$ cat src/hw/rtl/assert_macros.svh
// shared assertion macros for the rtl folder
`ifndef ASSERT_MACROS_SVH
`define ASSERT_MACROS_SVH

// property checked on every clock edge outside reset
`define ADMS_ASSERT(lbl, clk, rst, prop, msg) \
   lbl: assert property (@(posedge clk) disable iff (rst) prop) \
      else $error(msg);

// antecedent now, consequent on the next clock edge
`define ADMS_ASSERT_NEXT(lbl, clk, rst, ante, cons, msg) \
   lbl: assert property (@(posedge clk) disable iff (rst) (ante) |=> (cons)) \
      else $error(msg);

`endif

$ cat src/hw/rtl/adms_pkg.sv
`default_nettype none

package adms_pkg;

   // field widths
   localparam int AXIS_W   = 17;
   localparam int MAG_W    = 17;
   localparam int SUM_W    = 34;
   localparam int AVG_W    = 25;
   localparam int LEVEL_W  = 9;
   localparam int GRAV_W   = 16;
   localparam int WEIGHT_W = 16;

   // shared multiplier operand and product widths
   localparam int MUL_A_W = 17;
   localparam int MUL_B_W = 25;
   localparam int PROD_W  = MUL_A_W + MUL_B_W;
   localparam int ACC_W   = WEIGHT_W + MUL_B_W;

   // square root iterations, two bits of the radicand each
   localparam int ROOT_STEPS = SUM_W / 2;

   // register port
   localparam int CSR_AW = 4;
   localparam int CSR_DW = 32;

   // register reset values
   localparam logic                ENABLE_RESET  = 1'b0;
   localparam logic [GRAV_W-1:0]   GRAVITY_RESET = 16'd2510;
   localparam logic [WEIGHT_W-1:0] WEIGHT_RESET  = 16'd6554;

   // register indexes
   typedef enum logic [1:0] {
      REG_ENABLE  = 2'd0,
      REG_GRAVITY = 2'd1,
      REG_WEIGHT  = 2'd2
   } reg_index_type;

endpackage

`default_nettype wire

$ cat src/hw/rtl/adms_req_if.sv
`default_nettype none

interface adms_req_if;
   import adms_pkg::*;

   logic                     valid;
   logic                     ready;
   logic signed [AXIS_W-1:0] accel_x;
   logic signed [AXIS_W-1:0] accel_y;
   logic signed [AXIS_W-1:0] accel_z;

   modport source (output valid, output accel_x, output accel_y, output accel_z,
                   input ready);
   modport sink   (input valid, input accel_x, input accel_y, input accel_z,
                   output ready);
endinterface

`default_nettype wire

$ cat src/hw/rtl/adms_rsp_if.sv
`default_nettype none

interface adms_rsp_if;
   import adms_pkg::*;

   logic               valid;
   logic               ready;
   logic [LEVEL_W-1:0] smoothed_level;

   modport source (output valid, output smoothed_level, input ready);
   modport sink   (input valid, input smoothed_level, output ready);
endinterface

`default_nettype wire

$ cat src/hw/rtl/accel_dynamic_magnitude_smoother.sv
// Smoothed dynamic acceleration level.
// req_chan carries one signed Q8.8 three-axis sample per transaction; rsp_chan
// returns one 9-bit smoothed level, whole m/s^2, per accepted sample, in order.
// Both channels move a transaction when valid and ready are high at a clock edge.
// The csr_ port holds enable, gravity offset (Q8.8) and weight (Q0.16); write
// it only while no sample is in flight.
// Steps from acceptance to rsp valid when enabled: 3 squares and a sum on
// the shared multiplier, 17 square root steps, one difference, two products
// on the same multiplier, one update add and the output step; when disabled
// the sample goes straight to the output step. A new sample is taken once
// the block is back in idle, so the block cannot take a new sample before it
// is through with the last one.
// The result sits in an output register; the next sample is accepted while it
// waits. If the receiver still stalls when the next result is done, the block
// holds it and keeps req ready low until the output register frees.
// Synchronous reset clears the average, restores register defaults and drops
// the response valid and any sample in flight.
`default_nettype none
`include "assert_macros.svh"

module accel_dynamic_magnitude_smoother (
   input  logic                          clock,
   input  logic                          reset,
   adms_req_if.sink                      req_chan,
   adms_rsp_if.source                    rsp_chan,
   input  logic                          csr_psel,
   input  logic                          csr_penable,
   input  logic                          csr_pwrite,
   input  logic [adms_pkg::CSR_AW-1:0]   csr_paddr,
   input  logic [adms_pkg::CSR_DW-1:0]   csr_pwdata,
   output logic [adms_pkg::CSR_DW-1:0]   csr_prdata,
   output logic                          csr_pready
);
   import adms_pkg::*;

   typedef enum logic [2:0] {
      S_IDLE,
      S_SQUARE,
      S_ROOT,
      S_DIFF,
      S_MULW,
      S_MULA,
      S_ADD,
      S_FINISH
   } state_type;

   localparam logic [4:0] ROOT_LAST = 5'(ROOT_STEPS - 1);
   localparam logic [4:0] SQ_LAST   = 5'd3;

   // absolute value of a two's complement axis
   function automatic logic [AXIS_W-1:0] axis_abs(input logic [AXIS_W-1:0] v);
      return v[AXIS_W-1] ? (~v + AXIS_W'(1)) : v;
   endfunction

   state_type            state_ff, state_in;
   logic [4:0]           step_ff, step_in;
   logic [AXIS_W-1:0]    ax_ff [3];
   logic [AXIS_W-1:0]    ax_in [3];
   logic [SUM_W-1:0]     sum_ff, sum_in;
   logic [SUM_W-1:0]     rem_ff, rem_in;
   logic [SUM_W-1:0]     root_ff, root_in;
   logic [MAG_W-1:0]     d_ff, d_in;
   logic [PROD_W-1:0]    prod_ff, prod_in;
   logic [ACC_W-1:0]     acc_ff, acc_in;
   logic [AVG_W-1:0]     avg_ff, avg_in;
   logic                 zero_ff, zero_in;
   logic                 rsp_valid_ff, rsp_valid_in;
   logic [LEVEL_W-1:0]   rsp_level_ff, rsp_level_in;
   logic                 enable_ff, enable_in;
   logic [GRAV_W-1:0]    grav_ff, grav_in;
   logic [WEIGHT_W-1:0]  weight_ff, weight_in;

   logic                 req_accept;
   logic                 csr_write;
   reg_index_type        csr_index;
   logic [MUL_A_W-1:0]   mul_a;
   logic [MUL_B_W-1:0]   mul_b;
   logic [SUM_W-1:0]     bit_val;
   logic [SUM_W:0]       trial;
   logic [MAG_W-1:0]     mag;
   logic [PROD_W:0]      total;
   logic [AVG_W:0]       level_sum;

   // handshakes
   assign req_chan.ready       = (state_ff == S_IDLE);
   assign req_accept           = req_chan.valid && req_chan.ready;
   assign rsp_chan.valid       = rsp_valid_ff;
   assign rsp_chan.smoothed_level = rsp_level_ff;

   // register port
   assign csr_pready = 1'b1;
   assign csr_write  = csr_psel && csr_penable && csr_pwrite && csr_pready;
   assign csr_index  = reg_index_type'(csr_paddr[3:2]);

   always_comb begin
      case (csr_index)
         REG_ENABLE:  csr_prdata = CSR_DW'(enable_ff);
         REG_GRAVITY: csr_prdata = CSR_DW'(grav_ff);
         REG_WEIGHT:  csr_prdata = CSR_DW'(weight_ff);
         default:     csr_prdata = '0;
      endcase
   end

   // shared multiplier operand select
   always_comb begin
      mul_a = '0;
      mul_b = '0;
      case (state_ff)
         S_SQUARE: begin
            if (step_ff != SQ_LAST) begin
               mul_a = ax_ff[step_ff[1:0]];
               mul_b = MUL_B_W'(ax_ff[step_ff[1:0]]);
            end
         end
         S_MULW: begin
            mul_a = MUL_A_W'(weight_ff);
            mul_b = {d_ff, 8'd0};
         end
         S_MULA: begin
            mul_a = (MUL_A_W'(1) << WEIGHT_W) - MUL_A_W'(weight_ff);
            mul_b = avg_ff;
         end
         default: begin
            mul_a = '0;
            mul_b = '0;
         end
      endcase
   end

   assign prod_in = PROD_W'(mul_a) * PROD_W'(mul_b);

   // square root step and datapath helpers
   assign bit_val   = SUM_W'(1) << {step_ff, 1'b0};
   assign trial     = (SUM_W + 1)'(root_ff) + (SUM_W + 1)'(bit_val);
   assign mag       = root_ff[MAG_W-1:0];
   assign total     = (PROD_W + 1)'(acc_ff) + (PROD_W + 1)'(prod_ff)
                      + (PROD_W + 1)'(32768);
   assign level_sum = (AVG_W + 1)'(avg_ff) + (AVG_W + 1)'(32768);

   // sequencer and next values
   always_comb begin
      state_in     = state_ff;
      step_in      = step_ff;
      ax_in        = ax_ff;
      sum_in       = sum_ff;
      rem_in       = rem_ff;
      root_in      = root_ff;
      d_in         = d_ff;
      acc_in       = acc_ff;
      avg_in       = avg_ff;
      zero_in      = zero_ff;
      rsp_valid_in = rsp_valid_ff && !rsp_chan.ready;
      rsp_level_in = rsp_level_ff;
      enable_in    = enable_ff;
      grav_in      = grav_ff;
      weight_in    = weight_ff;

      // register writes
      if (csr_write) begin
         case (csr_index)
            REG_ENABLE:  enable_in = csr_pwdata[0];
            REG_GRAVITY: grav_in   = csr_pwdata[GRAV_W-1:0];
            REG_WEIGHT:  weight_in = csr_pwdata[WEIGHT_W-1:0];
            default: ;
         endcase
      end

      case (state_ff)
         S_IDLE: begin
            if (req_accept) begin
               ax_in[0] = axis_abs(req_chan.accel_x);
               ax_in[1] = axis_abs(req_chan.accel_y);
               ax_in[2] = axis_abs(req_chan.accel_z);
               sum_in   = '0;
               step_in  = '0;
               zero_in  = !enable_ff;
               state_in = enable_ff ? S_SQUARE : S_FINISH;
            end
         end
         // squares go through the multiplier, each summed in the cycle after its product
         S_SQUARE: begin
            if (step_ff != '0) begin
               sum_in = sum_ff + prod_ff[SUM_W-1:0];
            end
            if (step_ff == SQ_LAST) begin
               rem_in   = sum_ff + prod_ff[SUM_W-1:0];
               root_in  = '0;
               step_in  = ROOT_LAST;
               state_in = S_ROOT;
            end else begin
               step_in = step_ff + 5'd1;
            end
         end
         // one result bit per cycle
         S_ROOT: begin
            if ((SUM_W + 1)'(rem_ff) >= trial) begin
               rem_in  = rem_ff - trial[SUM_W-1:0];
               root_in = (root_ff >> 1) + bit_val;
            end else begin
               root_in = root_ff >> 1;
            end
            if (step_ff == '0) begin
               state_in = S_DIFF;
            end else begin
               step_in = step_ff - 5'd1;
            end
         end
         S_DIFF: begin
            if (mag >= MAG_W'(grav_ff)) begin
               d_in = mag - MAG_W'(grav_ff);
            end else begin
               d_in = MAG_W'(grav_ff) - mag;
            end
            state_in = S_MULW;
         end
         S_MULW: begin
            state_in = S_MULA;
         end
         S_MULA: begin
            acc_in   = prod_ff[ACC_W-1:0];
            state_in = S_ADD;
         end
         S_ADD: begin
            avg_in   = total[AVG_W+15:16];
            state_in = S_FINISH;
         end
         // wait for the output register to free
         S_FINISH: begin
            if (!rsp_valid_ff || rsp_chan.ready) begin
               rsp_valid_in = 1'b1;
               rsp_level_in = zero_ff ? '0 : level_sum[LEVEL_W+15:16];
               state_in     = S_IDLE;
            end
         end
         default: begin
            state_in = S_IDLE;
         end
      endcase
   end

   // state and registered outputs
   always_ff @(posedge clock) begin
      ax_ff        <= ax_in;
      step_ff      <= step_in;
      sum_ff       <= sum_in;
      rem_ff       <= rem_in;
      root_ff      <= root_in;
      d_ff         <= d_in;
      prod_ff      <= prod_in;
      acc_ff       <= acc_in;
      zero_ff      <= zero_in;
      rsp_level_ff <= rsp_level_in;
      if (reset) begin
         state_ff     <= S_IDLE;
         rsp_valid_ff <= 1'b0;
         avg_ff       <= '0;
         enable_ff    <= ENABLE_RESET;
         grav_ff      <= GRAVITY_RESET;
         weight_ff    <= WEIGHT_RESET;
      end else begin
         state_ff     <= state_in;
         rsp_valid_ff <= rsp_valid_in;
         avg_ff       <= avg_in;
         enable_ff    <= enable_in;
         grav_ff      <= grav_in;
         weight_ff    <= weight_in;
      end
   end

   // checks
   `ADMS_ASSERT_NEXT(a_busy_after_accept, clock, reset, req_accept,
      state_ff != S_IDLE, "block still idle after taking a sample")
   `ADMS_ASSERT_NEXT(a_avg_only_on_update, clock, reset, state_ff != S_ADD,
      $stable(avg_ff), "average changed outside the update step")
   `ADMS_ASSERT(a_root_residual, clock, reset,
      (state_ff == S_DIFF) |-> (rem_ff <= {root_ff[SUM_W-2:0], 1'b0}),
      "square root residual above twice the root")
   `ADMS_ASSERT(a_rsp_from_finish, clock, reset,
      $rose(rsp_valid_ff) |-> ($past(state_ff) == S_FINISH),
      "result raised outside the finish step")

endmodule

`default_nettype wire

$ cat src/flat_wrapper.sv
// flat-port wrapper written by rule: the top's interface ports become plain ports
module accel_dynamic_magnitude_smoother_flat import adms_pkg::*;
  (clock, reset, csr_psel, csr_penable, csr_pwrite, csr_paddr, csr_pwdata, csr_prdata, csr_pready, req_chan_valid, req_chan_accel_x, req_chan_accel_y, req_chan_accel_z, req_chan_ready, rsp_chan_valid, rsp_chan_smoothed_level, rsp_chan_ready);
  adms_req_if req_chan_i ();
  adms_rsp_if rsp_chan_i ();
  input  logic clock;
  input  logic reset;
  input  logic csr_psel;
  input  logic csr_penable;
  input  logic csr_pwrite;
  input  logic [adms_pkg::CSR_AW-1:0] csr_paddr;
  input  logic [adms_pkg::CSR_DW-1:0] csr_pwdata;
  output logic [adms_pkg::CSR_DW-1:0] csr_prdata;
  output logic csr_pready;
  input wire logic [$bits(req_chan_i.valid)-1:0] req_chan_valid;
  input wire logic [$bits(req_chan_i.accel_x)-1:0] req_chan_accel_x;
  input wire logic [$bits(req_chan_i.accel_y)-1:0] req_chan_accel_y;
  input wire logic [$bits(req_chan_i.accel_z)-1:0] req_chan_accel_z;
  output wire logic [$bits(req_chan_i.ready)-1:0] req_chan_ready;
  output wire logic [$bits(rsp_chan_i.valid)-1:0] rsp_chan_valid;
  output wire logic [$bits(rsp_chan_i.smoothed_level)-1:0] rsp_chan_smoothed_level;
  input wire logic [$bits(rsp_chan_i.ready)-1:0] rsp_chan_ready;
  assign req_chan_i.valid = req_chan_valid;
  assign req_chan_i.accel_x = req_chan_accel_x;
  assign req_chan_i.accel_y = req_chan_accel_y;
  assign req_chan_i.accel_z = req_chan_accel_z;
  assign req_chan_ready = req_chan_i.ready;
  assign rsp_chan_valid = rsp_chan_i.valid;
  assign rsp_chan_smoothed_level = rsp_chan_i.smoothed_level;
  assign rsp_chan_i.ready = rsp_chan_ready;
  accel_dynamic_magnitude_smoother u_core (.clock(clock), .reset(reset), .req_chan(req_chan_i), .rsp_chan(rsp_chan_i), .csr_psel(csr_psel), .csr_penable(csr_penable), .csr_pwrite(csr_pwrite), .csr_paddr(csr_paddr), .csr_pwdata(csr_pwdata), .csr_prdata(csr_prdata), .csr_pready(csr_pready));
endmodule
$ cat config.mk
export PLATFORM = sky130hd
export DESIGN_NAME = accel_dynamic_magnitude_smoother_flat
export DESIGN_NICKNAME = d
export VERILOG_FILES = /design/src/hw/rtl/adms_pkg.sv /design/src/hw/rtl/adms_req_if.sv /design/src/hw/rtl/adms_rsp_if.sv /design/src/hw/rtl/accel_dynamic_magnitude_smoother.sv /design/src/flat_wrapper.sv
export VERILOG_INCLUDE_DIRS = /design/src /design/src/hw/rtl
export SDC_FILE = /design/constraint.sdc
export NUM_CORES = 2
export LEC_CHECK = 0
export BUFFER_PORTS_ARGS = -buffer_cell sky130_fd_sc_hd__clkbuf_2
export CAP_MARGIN = 15
export CELL_PAD_IN_SITES_DETAIL_PLACEMENT = 0
export CELL_PAD_IN_SITES_GLOBAL_PLACEMENT = 1
export CORE_ASPECT_RATIO = 0.7
export CORE_MARGIN = 10
export CORE_UTILIZATION = 34
export CTS_CLUSTER_SIZE = 20
export DETAILED_ROUTE_END_ITERATION = 8
export GPL_TIMING_DRIVEN = 0
export PLACE_DENSITY = 0.61
export SETUP_SLACK_MARGIN = 0.15
export SLEW_MARGIN = 20
export SYNTH_ARGS = -nofsm -noshare
export SYNTH_HDL_FRONTEND = slang
export SYNTH_SLANG_ARGS = --single-unit
$ cat constraint.sdc
create_clock -name clock -period 25.1 [get_ports clock]
set_input_delay 2.51 -clock clock [delete_from_list [all_inputs] [get_ports clock]]
set_output_delay 2.51 -clock clock [all_outputs]
set_load 0.01 [all_outputs]
**Word-level counts from Yosys, hierarchy flattened**

Cells that the tools add are included.

- Register bits after elaboration: 329
- Output and inout port bits: 44
- Logic and storage cells: 121

- $add $sub $neg: 15
- Multiply operators: 1
- Order comparisons: 3
- Equal/unequal tests: 18
- Shift-type cells: 1
- Mux-type cells: 33
- Bitwise logic cells: 4
- Reduce and logical (&&, ||, !) cells: 25

Operator list:

| cell | number |
|---|---|
| $mux 34 | 6 |
| $pmux 34 s2 | 3 |
| $mux 17 | 5 |
| $pmux 25 s3 | 1 |
| $add 17x1->17 const B | 3 |
| $not 17->17 | 3 |
| $pmux 17 s3 | 1 |
| $mux 16 | 3 |
| $pmux 16 s3 | 1 |
| $add 41x16->41 const B | 1 |
| $add 41x41->41 | 1 |
| $mul 17x25->41 | 1 |
| $add 34x34->35 | 1 |
| $ge 34x35->1 | 1 |
| $add 33x34->34 | 1 |
| $add 34x34->34 | 1 |
| $bmux 17 s2 | 1 |
| $shl 1x6->34 const A | 1 |
| $sub 34x34->34 | 1 |
| $add 25x16->25 const B | 1 |
| $pmux 3 s8 | 1 |
| $ge 17x16->1 | 1 |
| $sub 16x17->17 | 1 |
| $sub 17x16->17 | 1 |
| 30 further kinds | 59 |

**Longest topological paths before layout**

- Word-level depth: 7
- Depth in mapped cells: 35

**Worst setup path after synthesis**

Ideal clock, no wire load.

- Path kind: reg-to-reg
- From: reg u_core.state_ff[1]
- To: reg u_core.prod_ff[30]
- Library setup time: 0.072 ns
- Arrival: 8.862 ns
- Setup slack: 16.166 ns
- Cell stages (with the launch flop): 32
- Path buffers: 3
- Period minus slack after synthesis: 8.934 ns
- Path through: dfxtp_1 > inv_1 > ha_1 > nand2_1 > inv_1 > clkbuf_1 > buf_1 > nand2_1 > nand2_1 > clkbuf_1 > nand2_1 > fa_1 > inv_1 > fa_1 > inv_1 > fa_1 > fa_1 > fa_1 > inv_1 > fa_1 > ha_1 > a21o_1 > a21o_1 > a21oi_1 > o21ai_0 > a221oi_1 > o21ai_0 > a31o_2 > a21bo_2 > a21o_1 > a21oi_1 > xnor2_1

- Word-level cells in the longest chain between the ends: 3

Ends and longest elaborated chain:

| item | line | text |
|---|---|---|
| start, declared | accel_dynamic_magnitude_smoother.sv:55 | `state_type state_ff, state_in;` |
| start signal, assigned | accel_dynamic_magnitude_smoother.sv:261 | `state_ff <= state_in;` |
| $eq 3x3->1 / $eq 3x1->1 (equally long branches) | accel_dynamic_magnitude_smoother.sv:108 | `case (state_ff)` |
| $pmux 17 s3 / $pmux 25 s3 (equally long branches) | accel_dynamic_magnitude_smoother.sv:108 |  |
| $mul 17x25->41 (*) | accel_dynamic_magnitude_smoother.sv:130 | `assign prod_in = PROD_W'(mul_a) * PROD_W'(mul_b);` |
| net u_core.prod_in[30] | accel_dynamic_magnitude_smoother.sv:63 | `logic [PROD_W-1:0] prod_ff, prod_in;` |
| end signal, assigned | accel_dynamic_magnitude_smoother.sv:249 | `prod_ff <= prod_in;` |
| end, declared | accel_dynamic_magnitude_smoother.sv:63 |  |

Mark *: on every way through the listed nets, which the timed path passes. The rest lies on a longest branch.
A chain may end at the register's enable or synchronous reset.

**Final worst setup path**

Same ends and word-level chain as after synthesis.

==> results <==
- The dominant combinational cell family by area after synthesis is adder cells.
- The total power per unit cell area is 108 nW/um2.
- The via count of the first global-routing pass is ~28,000.
- The vias per cell is ~5.2.
- The clock-pin slew reported for the worst setup and hold paths after clock tree synthesis is around 0.06 ns.
- The post-detailed-routing wire length is about 120 mm.
- The clock tree from TritonCTS is yes.
- The design area is between 30,000 and 40,000 um2.
- The floorplan has roughly 100 rows.
- The die is 290 um tall.
- The sum of negative setup slack is 0 ns.
- The flip-flop and latch count after synthesis is 329.
- The number of synthesized flops with an enable pin is 226.
- Relative to the synthesized area, the layout overhead comes to 10.5%.
- After detailed placement, the total cell area comes to about 38,000 um2.
- Setup slack on the worst reg-to-reg path comes out at between 10 and 15 ns.
- After synthesis, the netlist uses 76 different library cells.
- Measured against the total synthesized area, the mux share comes to 0.0128.
- The time the worst path needs with I/O delays and setup is 10.86 ns.
- The cell-internal power is between 2000 and 2500 uW.
- The root buffer cell chosen for the clock tree is sky130_fd_sc_hd__clkbuf_16.
- Entering global routing, the biggest net connects 55 pins.
- Data on the critical path is required at its endpoint by ~26 ns.
- Fill cells in the final layout number ~10,000.
- The maximum vdd drop is about 0.00016 V.
- The sequential fraction of design power is 0.219.
- The placer's final routability congestion estimate is around 0.91.
- The number of non-filler instances in the completed layout is 5,501.
- The area enclosed by the die boundary is around 120,000 um2.
- The share of total power dissipated in the clock network is 0.134.
- The final count of hold timing violations was 0.
- The delay of the slowest cell on the worst path is roughly 0.77 ns.
- The worst clock skew is approximately 0.033 ns.
- The count of nets left with antenna violations once routing finished came out at 0.
- The final clock period utilization by the worst path is 0.433.
- Clock tree synthesis found a total of 329 sinks.
- Summed over all cells, the static leakage comes to 0.0176 uW.
- The final route contains 28,700 vias.
- For this run, design rule violations remaining after detail routing come to 0.
- The total I/O pin count is 138.
- The area of the placeable core is roughly 100,000 um2.
- Dividing the detail-routed wire length by the instance count gives between 20 and 25 um.
- The flip-flop and latch area is 8850 um2.
- The adder-cell area share of the yosys netlist is 0.317.
- The clock reaches the later pin of the worst-skew pair after 0.59 ns.
- The startpoint identified for the worst register-to-register timing path is u_core.state_ff[1]$_SDFFE_PP0P_.
- Buffers inserted to repair hold after CTS numbered 0.
- The arrival time at the worst endpoint is ~11 ns.
- The capturing element type of the critical path is a register.
- The first global-routing pass estimated ~180 mm of wire.
- For this run the aggregate overflow at the end of global routing stands at 0.
- Dividing the synthesized area by the synthesized cell count gives between 8 and 9 um2.
- The proportion of register bits with asynchronous set or reset after synthesis is 0.
- The timing-limited maximum frequency is about 90 MHz.
- The cell occurring most often along the worst timing path is sky130_fd_sc_hd__fa_1.
- During placement, the flow inserted port buffers numbering between 100 and 150.
- Setup violations remaining at the end of the flow were counted as 0.
- The share of post-route cells with drive strength above 1 is 0.0605.
- Once detailed placement completed, the half-perimeter wirelength came to 103 mm.
- The number of standard cells after synthesis is around 4,000.
- The overall routing resource usage is 0.207.
- In this run the horizontal extent of the chip is about 410 um.
- The compound-cell area share of the yosys netlist is 0.135.
- The xor/xnor share of the synthesized area is 0.0567.
- The number of antenna violations at the first check in global routing is 3.
- The mapped netlist covers 35,400 um2.
- For this design, the slowest cell found on the critical path is sky130_fd_sc_hd__a221oi_1.
- The number of max-cap violations is 0.
- The max-slew violation count is 0.
- The number of optimization iterations in the first detailed-route pass is 5.
- In this run, CTS created clock tree buffers numbering 38.
- In the final design database the tool counted a little under 5,000 nets.
- In this run the tightest slew margin relative to its limit is 0.174.
- By startpoint and endpoint, the worst setup path is classified as register to register.
- In the final layout, the multi-input gates occupy roughly 24,000 um2.
- The net switching share of the total power is 0.518.
- The transition time at the pin with the least slew margin is 1.23 ns.
- Of the total synthesized cell area, the portion taken by AND, OR, NAND and NOR gates is 0.151.
- The count of placed standard cells including taps is around 5,400.
- STA classifies the critical path startpoint as a register.
- Setup repair after global routing left no endpoint under its margin.
- For this run, the register share of the synthesized area comes to 0.250.
- The share of total power dissipated in combinational logic is 0.647.
- The largest fanout of any net on the critical path is 10.
- On the final layout, the worst hold slack is 0.440 ns.
- The tightest min-delay check is of the register to register type.
- The H-tree generated during clock tree synthesis spans 2 levels.
- In this run, post-CTS repair resized a total of 0 instances.
- In the synthesized netlist the dominant register cell turns out to be sky130_fd_sc_hd__edfxtp_1.
- The flow ran to the end, and the final reports show no timing, DRC or antenna violations.
- The post-CTS setup repair buffer count is 0.
- In this run the deepest clock path goes through 3 buffers.
- The total of warnings raised by yosys is 0.
- The critical path starts at u_core.state_ff[1]$_SDFFE_PP0P_.
- For this configuration, the core starts out at a cell density of 0.345.
- The switching power is roughly 2200 uW.
- The hold path startpoint is u_core.prod_ff[34]$_DFF_P_.
- For this block, the initial DRC count from the detailed router was between 2,000 and 2,500.
==> power groups by stage <==
stage,clock [uW],sequential [uW],combinational (uW)
after floorplan,0,891,1740
after global placement,0,948,2630
after detailed placement,0,934,2660
after CTS,577,924,2670
after global routing,597,939,2980
final,564,922,2720
==> stage by stage <==
step	setup WS, ns	utilization	total power, uW
after floorplan	16.17	-	2630
after global placement	12.48	0.367	3570
after detailed placement	14.34	0.369	3590
after CTS	14.27	0.381	4170
after global routing	13.70	0.381	4520
final	14.24	0.381	4200
==> registers in the layout, indices dropped and copies added, names as in the netlist <==
signal / cells
u_core.root_ff: 34
u_core.grav_ff: 16
u_core.rsp_chan.smoothed_level: 9
u_core.avg_ff: 25
u_core.enable_ff: 1
u_core.d_ff: 17
u_core.weight_ff: 16
u_core.acc_ff: 41
u_core.sum_ff: 34
u_core.rsp_chan.valid: 1
u_core.zero_ff: 1
u_core.step_ff: 5
u_core.state_ff: 3
u_core.ax_ff: 51
u_core.rem_ff: 34
u_core.prod_ff: 41
==> per-layer routing <==
metal / routed length [um] / track usage
met1: 63100 / 0.328
met2: 48200 / 0.281
met3: 10900 / 0.0514
met4: 1610 / 0.0295
met5: 0 / 0
==> critical path, delay by kind of cell, from the launching register on <==
kind            cells  cell delay (ns)
compound gates     11             3.27
xor+xnor            1             0.15
fa+ha+maj           8             3.64
buf+inv             7             1.93
flops               1             0.33
simple gates        4             1.39
==> synth_stat cells, types with 42 or more instances <==
cell / number / area [um2]
sky130_fd_sc_hd__nand2_1: 605 / 2270
sky130_fd_sc_hd__inv_1: 542 / 2030
sky130_fd_sc_hd__fa_1: 347 / 6950
sky130_fd_sc_hd__ha_1: 340 / 4250
sky130_fd_sc_hd__a21oi_1: 243 / 1220
sky130_fd_sc_hd__nor2_1: 234 / 878
sky130_fd_sc_hd__edfxtp_1: 226 / 6790
sky130_fd_sc_hd__o21ai_0: 160 / 801
sky130_fd_sc_hd__xnor2_1: 146 / 1280
sky130_fd_sc_hd__clkbuf_1: 128 / 480
sky130_fd_sc_hd__dfxtp_1: 103 / 2060
sky130_fd_sc_hd__xor2_1: 83 / 727
sky130_fd_sc_hd__a21o_1: 82 / 616
sky130_fd_sc_hd__nand3_1: 65 / 325
sky130_fd_sc_hd__and2_1: 64 / 400
sky130_fd_sc_hd__a31oi_1: 42 / 263
==> worst paths after layout <==
check / cells past startpoint / endpoint
worst max-delay path: 31 / u_core.prod_ff[30]$_DFF_P_
worst min-delay path: 0 / u_core.acc_ff[34]$_DFFE_PN_
worst max register to register: 31 / u_core.prod_ff[30]$_DFF_P_
worst min register to register: 0 / u_core.acc_ff[34]$_DFFE_PN_
==> cells in the final DEF, fill, tap and decap left out, types with 13 or more instances in the layout <==
master | Yosys | layout
sky130_fd_sc_hd__xnor2_1 | 146 | 144
sky130_fd_sc_hd__or3_1 | 31 | 31
sky130_fd_sc_hd__conb_1 | 2 | 17
sky130_fd_sc_hd__nand2_1 | 605 | 605
sky130_fd_sc_hd__clkbuf_16 | 0 | 39
sky130_fd_sc_hd__fa_1 | 347 | 347
sky130_fd_sc_hd__ha_1 | 340 | 340
sky130_fd_sc_hd__o211ai_1 | 14 | 14
sky130_fd_sc_hd__o21ai_0 | 160 | 160
sky130_fd_sc_hd__and3_1 | 38 | 38
sky130_fd_sc_hd__edfxtp_1 | 226 | 226
sky130_fd_sc_hd__a31oi_1 | 42 | 42
sky130_fd_sc_hd__dfxtp_1 | 103 | 103
sky130_fd_sc_hd__a21oi_1 | 243 | 239
sky130_fd_sc_hd__buf_4 | 17 | 17
sky130_fd_sc_hd__nor2_1 | 234 | 234
sky130_fd_sc_hd__a21o_1 | 82 | 82
sky130_fd_sc_hd__a31o_2 | 13 | 13
sky130_fd_sc_hd__nand2b_1 | 29 | 29
sky130_fd_sc_hd__a22o_1 | 25 | 25
sky130_fd_sc_hd__a211oi_1 | 29 | 29
sky130_fd_sc_hd__o21bai_1 | 22 | 22
sky130_fd_sc_hd__xor2_1 | 83 | 81
sky130_fd_sc_hd__nor4_1 | 15 | 15
sky130_fd_sc_hd__clkbuf_2 | 0 | 102
sky130_fd_sc_hd__nor3_1 | 40 | 40
sky130_fd_sc_hd__nand4_1 | 18 | 18
sky130_fd_sc_hd__o31ai_1 | 30 | 30
sky130_fd_sc_hd__mux2i_1 | 35 | 35
sky130_fd_sc_hd__and2_1 | 64 | 64
sky130_fd_sc_hd__inv_1 | 542 | 541
sky130_fd_sc_hd__clkbuf_1 | 128 | 135
sky130_fd_sc_hd__nand3_1 | 65 | 65
sky130_fd_sc_hd__nor2b_1 | 30 | 29
==> cells by family (layout without fill, tap and decap cells) <==
kind of cell             Yosys count  count (layout)
buffers and inverters            705             882
multiplexers                      44              44
XOR/XNOR                         229             229
adder cells (fa/ha/maj)          687             687
flip-flops                       329             329
AND/OR/NAND/NOR                 1204            1204
other                              2              19
AO/OA/AOI/OAI                    757             757
==> layout make-up <==
type / instances / share of cell area
Antenna cell: 2 / 0.000128
Timing Repair Buffer: 109 / 0.0166
Inverter: 543 / 0.0522
Clock inverter: 16 / 0.00323
Sequential cell: 329 / 0.226
Buffer: 162 / 0.0178
Multi-Input combinational cell: 2938 / 0.613
Tap cell: 1350 / 0.0432
Clock buffer: 52 / 0.0277
Note: power is estimated with default switching activity, not from simulation.
